===== src/rtl/ccle_pkg.sv =====
`default_nettype none

package ccle_pkg;

    // Default vector capacity, in samples per vector.
    localparam int MAX_LEN_DEF = 1024;

    // Fixed field widths.
    localparam int SAMPLE_W = 16;
    localparam int PROD_W   = 2 * SAMPLE_W;
    localparam int LAG_W    = 11;
    localparam int PEAK_W   = 42;
    localparam int STATUS_W = 2;

    // Stream data widths, padded to whole bytes.
    localparam int IN_DW   = 2 * SAMPLE_W;
    localparam int IN_UW   = 2;
    localparam int OUT_DW  = ((LAG_W + PEAK_W + 7) / 8) * 8;
    localparam int OUT_UW  = STATUS_W;

    // Result status codes.
    localparam logic [STATUS_W-1:0] ST_OK    = 2'd0;
    localparam logic [STATUS_W-1:0] ST_EMPTY = 2'd1;
    localparam logic [STATUS_W-1:0] ST_DROP  = 2'd2;

    // Tag that rides along with each multiply-accumulate slot.
    typedef struct packed {
        logic vld;    // slot carries work
        logic first;  // first term of a lag: restart the accumulator
        logic last;   // last term of a lag: compare against the best
        logic zero;   // lag has no overlap: term counts as zero
    } t_tag;

endpackage

`default_nettype wire


===== src/rtl/ccle_mac.sv =====
`default_nettype none

// Shared multiply-accumulate-compare unit. Tag and lag enter with the RAM
// read address; the RAM read is registered, so its data lines up with stage 1.
module ccle_mac #(
    parameter int MAX_LEN = ccle_pkg::MAX_LEN_DEF,
    localparam int CW    = $clog2(MAX_LEN + 1),
    localparam int KW    = CW + 1,
    localparam int ACC_W = ccle_pkg::PROD_W + $clog2(MAX_LEN)
) (
    input  wire logic                                i_clk,
    input  wire logic                                i_rst_n,
    input  wire logic                                i_clr,
    input  wire ccle_pkg::t_tag                      i_tag,
    input  wire logic signed [KW-1:0]                i_k,
    input  wire logic signed [ccle_pkg::SAMPLE_W-1:0] i_x,
    input  wire logic signed [ccle_pkg::SAMPLE_W-1:0] i_y,
    output logic                                     o_busy,
    output logic signed [ACC_W-1:0]                  o_best,
    output logic signed [KW-1:0]                     o_best_lag
);

    ccle_pkg::t_tag                      r_s1;
    ccle_pkg::t_tag                      r_s2;
    logic signed [KW-1:0]                r_k1;
    logic signed [KW-1:0]                r_k2;
    logic signed [ccle_pkg::PROD_W-1:0]  r_prod;
    logic signed [ccle_pkg::PROD_W-1:0]  w_mult;
    logic signed [ACC_W-1:0]             r_acc;
    logic signed [ACC_W-1:0]             w_sum;
    logic signed [ACC_W-1:0]             r_best;
    logic signed [KW-1:0]                r_best_lag;
    logic                                r_have;

    assign w_mult = i_x * i_y;
    assign w_sum  = (r_s2.first ? ACC_W'(0) : r_acc) + ACC_W'(r_prod);

    always_ff @(posedge i_clk) begin
        if (!i_rst_n) begin
            r_s1   <= '0;
            r_s2   <= '0;
            r_have <= 1'b0;
        end else begin
            r_s1 <= i_tag;
            r_s2 <= r_s1;
            if (i_clr) begin
                r_have <= 1'b0;
            end else if (r_s2.vld && r_s2.last) begin
                r_have <= 1'b1;
            end
        end
        r_k1 <= i_k;
        r_k2 <= r_k1;
        if (r_s1.vld) begin
            r_prod <= r_s1.zero ? ccle_pkg::PROD_W'(0) : w_mult;
        end
        if (r_s2.vld) begin
            r_acc <= w_sum;
        end
        if (i_clr) begin
            r_best     <= '0;
            r_best_lag <= '0;
        end else if (r_s2.vld && r_s2.last && (!r_have || w_sum > r_best)) begin
            r_best     <= w_sum;
            r_best_lag <= r_k2;
        end
    end

    assign o_busy     = r_s1.vld || r_s2.vld;
    assign o_best     = r_best;
    assign o_best_lag = r_best_lag;

endmodule

`default_nettype wire

===== config.mk =====
export PLATFORM = sky130hd
export DESIGN_NAME = ccle_mac
export DESIGN_NICKNAME = d
export VERILOG_FILES = /design/src/rtl/ccle_pkg.sv /design/src/rtl/ccle_mac.sv
export SDC_FILE = /design/constraint.sdc
export NUM_CORES = 1
export LEC_CHECK = 0
export ABC_AREA = 1
export BUFFER_PORTS_ARGS = -buffer_cell sky130_fd_sc_hd__buf_2
export CORE_MARGIN = 3
export CORE_UTILIZATION = 35
export CTS_CLUSTER_SIZE = 8
export DETAILED_ROUTE_END_ITERATION = 6
export PLACE_DENSITY = 0.49
export REMOVE_ABC_BUFFERS = 1
export SYNTH_ARGS = -nofsm -noshare
export SYNTH_HDL_FRONTEND = slang
export SYNTH_SLANG_ARGS = --single-unit

===== constraint.sdc =====
create_clock -name i_clk -period 15.1 [get_ports i_clk]
set_input_delay 2.265 -clock i_clk [delete_from_list [all_inputs] [get_ports i_clk]]
set_output_delay 2.265 -clock i_clk [all_outputs]
set_load 0.05 [all_outputs]

; Word-level counts from Yosys, hierarchy flattened
; Cells that the tools add are included.
[word_totals]
reg_bits = 160
elab_cells = 25
out_inout_bits = 55
input_bits = 51
[classes]
mul = 1
bitwise_logic = 1
magnitude_cmp = 1
reduce_logical = 6
add_sub_neg = 1
muxes = 1
[op_table]
columns = operator, n
row1 = $add A42 B32 Y42, 1
row2 = $gt A42 B42 Y1, 1
row3 = $mux W42, 1
row4 = $mul A16 B16 Y32, 1
row5 = $logic_and A1 B1 Y1, 2
row6 = $logic_or A1 B1 Y1, 2
row7 = $reduce_or A2 Y1, 1
row8 = $logic_not A1 Y1, 1
row9 = $not A1 Y1, 1

; Logic depth before layout (Yosys ltp)
[depth]
depth_word = 5
depth_mapped = 36
mapped_depth_nobuf = 34

; Worst setup path after synthesis
; Ideal clock, no wire load.
[synth_path]
path_type = input -> register
from = in i_y[6] in the netlist's numbering
to = reg r_prod[30] in the netlist's numbering, data pin
required_time_ns = 14.845
n_path_buf = 2
setup_time_ns = 0.255
slack_ns = 7.367
arrival_time_ns = 7.478
stages = 20
cell_sequence = clkbuf_1 -> clkbuf_1 -> nand2_1 -> fa_1 -> inv_1 -> fa_1 -> fa_1 -> fa_1 -> inv_1 -> fa_1 -> fa_1 -> inv_1 -> ha_1 -> inv_1 -> nor3_1 -> nand4_1 -> nor4_1 -> nand2_1 -> a21oi_1 -> nor2_1
[synth_via]
elab_chain_len = 1
[synth_rtl]
columns = element, line
row1 = start: declaration, ccle_mac.sv:17  ; input wire logic signed [ccle_pkg::SAMPLE_W-1:0] i_y,
row2 = $mul A16 B16 Y32, ccle_mac.sv:35  ; assign w_mult = i_x * i_y;
row3 = end signal: assignment, ccle_mac.sv:55  ; r_prod <= r_s1.zero ? ccle_pkg::PROD_W'(0) : w_mult;
row4 = end: declaration, ccle_mac.sv:27  ; logic signed [ccle_pkg::PROD_W-1:0] r_prod;
; No other way between the ends.
; A chain may end at the register's enable or synchronous reset.

; Worst setup path after layout
[layout_path]
from = in i_y[1] in the netlist's numbering
to = reg r_prod[28] in the netlist's numbering, data pin
; The elaborated chain is that of the path after synthesis.

==> qor_table.md <==
| Metric | This run | Unit |
| --- | --- | --- |
| Final routed DRC violation total | 0 | - |
| Post-synthesis simple-gate area fraction | 20.3 | % |
| Period utilization | 52.2 | % |
| Antenna-violating nets left | 0 | - |
| Vertical die dimension | 246 | um |
| Wire length reported by the detailed router | 57.3 | mm |
| Fraction of synthesized area in multiplexers | 0 | % |
| Reg area | 0.00395 | mm^2 |
| Transition time at the pin with the least slew margin | 1050 | ps |
| Post-Syn Instances | 2666 | - |
| Cell repeated most along the worst path | fa_1 | - |
| Floorplan die width | 246 | um |
| Max Clk Rate | 127 | MHz |
| # rows | 87 | - |
| Reg2Reg Depth | 30 | - |
| Final critical-path required period | 7880 | ps |
| Number of antenna violations at the first check in global routing | 0 | - |
| Maximum fanout along the worst path | 16 | - |
| Flip-flop and latch count after synthesis | 160 | - |
| Largest family of logic cells by synthesized area | adder cells | - |
| Post-cts sizing count | 0 | - |
| Number of iterations in the first detailed-routing pass | 5 | - |
| Vias after detailed routing | 16300 | - |
| Post-synth EDFFs | 74 | - |
| Average instance area after synthesis | 7.58 | um^2 |
| Synth async-reset ratio | 0 | % |
| Category of the worst setup path launch point | input pin | - |
| Via density | 4.68 | - |
| Count of port buffers added during placement | 105 | - |
| Post-synth top flop | dfxtp_1 | - |
| Net count, final | 3184 | - |
| Setup slack, reg-to-reg | 8980 | ps |
| Detailed placer's ending HPWL | 47.8 | mm |
| Final Hold Viols | 0 | - |
| Unrepaired setup endpoints after global routing | false | - |
| Detail-routed net length per standard cell | 16.5 | um |
| Yosys warning total | 0 | - |
| Maximum level of the CTS H-tree | 4 | - |
| Crit. Startpoint | i_y[1] | - |
| Nature of the critical path endpoint | flip-flop | - |
| Proportion of synthesized chip area in sequential cells | 19.5 | % |
| 1st-iter DRT viols | 790 | - |
| Share of synthesized cell area in full adder, half adder and majority cells | 36.3 | % |
| TritonCTS clock tree | built | - |
| Clock Path Buffers | 2 | - |
| Number of max-cap violations | 0 | - |
| DIE AREA | 0.0606 | mm^2 |
| Overflow after GRT | 0 | - |
| Clock slew seen by the registers of the worst setup and hold paths | 80 | ps |
| Total Routing Usage GR | 19.5 | % |
| First-pass GRT wire length | 91.8 | mm |
| CP max-delay cell | fa_1 | - |
| Fraction of the mapped netlist area in compound gates | 7.78 | % |
| Required arrival time at the worst endpoint | 15310 | ps |
| Insertion delay to the later sink of the worst-skew pair | 460 | ps |
| Area of the core | 0.0567 | mm^2 |
| Data arrival time of the worst path | 8090 | ps |
| Cell-by-cell trace of the critical path | buf_2, nand2_1, inv_1, fa_1, fa_1, fa_1, fa_1, fa_1, inv_1, fa_1, inv_1, ha_1, a21oi_1, o21ai_0, a211oi_1, o21ai_0, a31oi_1, nand2_1, nand2_1, nor2_1 | - |
| Biggest cell delay along the critical path | 890 | ps |
| Kind of path behind the tightest hold check | reg -> reg | - |
| Post-Syn Area | 0.0202 | mm^2 |
| Post-synthesis share of cell area spent on xor and xnor gates | 1.72 | % |
| Via count of the first global-routing pass | 16900 | - |
| Capture point of the worst path | r_prod[28] | - |
| Hold path start | r_k1[4] | - |
| Post CTS Setup Buffer Count | 0 | - |
| Number of fillers in the final layout | 6024 | - |
| Total negative setup slack | 0 | ps |
| Reg2Reg Launch Point | r_s2[2] | - |
| R2r endpoint | o_best[35] | - |
| Hold-fix buffer count after cts | 0 | - |
| # setup viols final | 0 | - |
| WS Path Type | in -> reg | - |
| Number of unique standard cell types used by synthesis | 45 | - |
| Clock Root Buffer | clkbuf_16 | - |
| Pin count of the biggest net entering global routing | 55 | - |
| Slew Limit Headroom | 30.1 | % |
| Cts bufs inserted | 17 | - |
| Clock tree skew after final layout | 15.4 | ps |
| Outcome | completed | - |
| Top-level I/O count | 106 | - |
| Fraction of layout instances using a drive strength above 1 | 7.21 | % |
| CTS sink count | 160 | - |
| Number of diodes added for antenna fixing | 0 | - |
| Starting density of the core | 35.6 | % |
| RD Place Congestion | 0.936 | - |
| Area added between synthesis and finish | 8.57 | % |
| Final-report max-slew violation count | 0 | - |
| Footprint of the multi-input gates | 0.0133 | mm^2 |
[Yosys cell counts (11+ instances only)]
cell type | count | area (um^2)
inv_1 | 666 | 2500
nand2_1 | 595 | 2230
nor2_1 | 268 | 1010
fa_1 | 263 | 5270
ha_1 | 165 | 2060
a21oi_1 | 127 | 636
dfxtp_1 | 86 | 1720
edfxtp_1 | 74 | 2220
clkbuf_1 | 71 | 267
nand3_1 | 67 | 335
o21ai_0 | 65 | 325
xor2_1 | 26 | 228
nand3b_1 | 22 | 165
a21oi_2 | 20 | 175
a21o_1 | 16 | 120
nand4_1 | 16 | 100
o21a_1 | 12 | 90.1
o21bai_1 | 11 | 82.6
[flip-flops by register name, summed over array words and instances (netlist names)]
signal / count
o_best_lag: 12
r_k2: 12
r_have: 1
r_acc: 42
r_s1: 4
o_best: 42
r_s2: 3
r_k1: 12
r_prod: 32
[cell families (layout without fill, tap and decap cells)]
kind of cell,Yosys count,in the layout
DFF,160,160
and+or+nand+nor,1007,1007
buffers and inverters,764,816
adders and majority gates,428,428
AOI/OAI and AO/OA,269,269
xor gates and xnor gates,38,38
[cells in the final DEF, fill, tap and decap left out, types with 65 or more instances in the layout]
| cell | n |
|---|---|
| nand3_1 | 67 |
| ha_1 | 165 |
| buf_2 | 105 |
| nand2_1 | 595 |
| fa_1 | 263 |
| nor2_1 | 268 |
| dfxtp_1 | 85 |
| a21oi_1 | 127 |
| inv_1 | 666 |
| edfxtp_1 | 74 |
| o21ai_0 | 65 |
[area by class of cell]
type	count	share of cell area [%]
flip-flops and latches	160	18.0
clock buffers	18	2.00
multi-input cells	1742	60.8
clock inverters	14	0.742
well taps	756	4.31
repair buffers	110	2.57
inverters	674	11.5
[critical path: cells and delay by family]
kind	cells	cell delay (ps)
compound gates	5	1020
fa+ha+maj	7	3850
buf+inv	4	580
simple gates	4	350
[per-layer routing]
metal,global-route usage (%),part of all wire [%],up-vias
li1,-,-,8040
met1,25.2,45,7869
met2,33.7,48,302
met3,2.58,3.7,58
met4,6.01,2.8,0
met5,0,0,-
[how the worst min path moves through the flow]
stage	cells after the start	slack [ps]	end
detailed placement	0	310	r_k2[0]
CTS	0	330	r_k2[4]
finish	0	330	r_k2[4]
floorplan	0	310	r_k2[0]
global placement	0	310	r_k2[7]
global route	0	340	r_k2[4]
[through the flow]
step	utilization (%)	area (um^2)	std cells	hold WS (ps)	setup slack, ps
2_1_floorplan	-	19800	2576	310	7690
3_3_place_gp	37.6	21300	3442	311	6890
3_5_place_dp	37.6	21300	3442	312	6780
4_1_cts	38.7	21900	3474	333	7260
5_1_grt	38.7	21900	3474	336	6800
6_report	38.7	21900	3474	330	7220
Power is not shown: default switching activity piles up to over one toggle a cycle in this logic, so the estimate is an artifact.
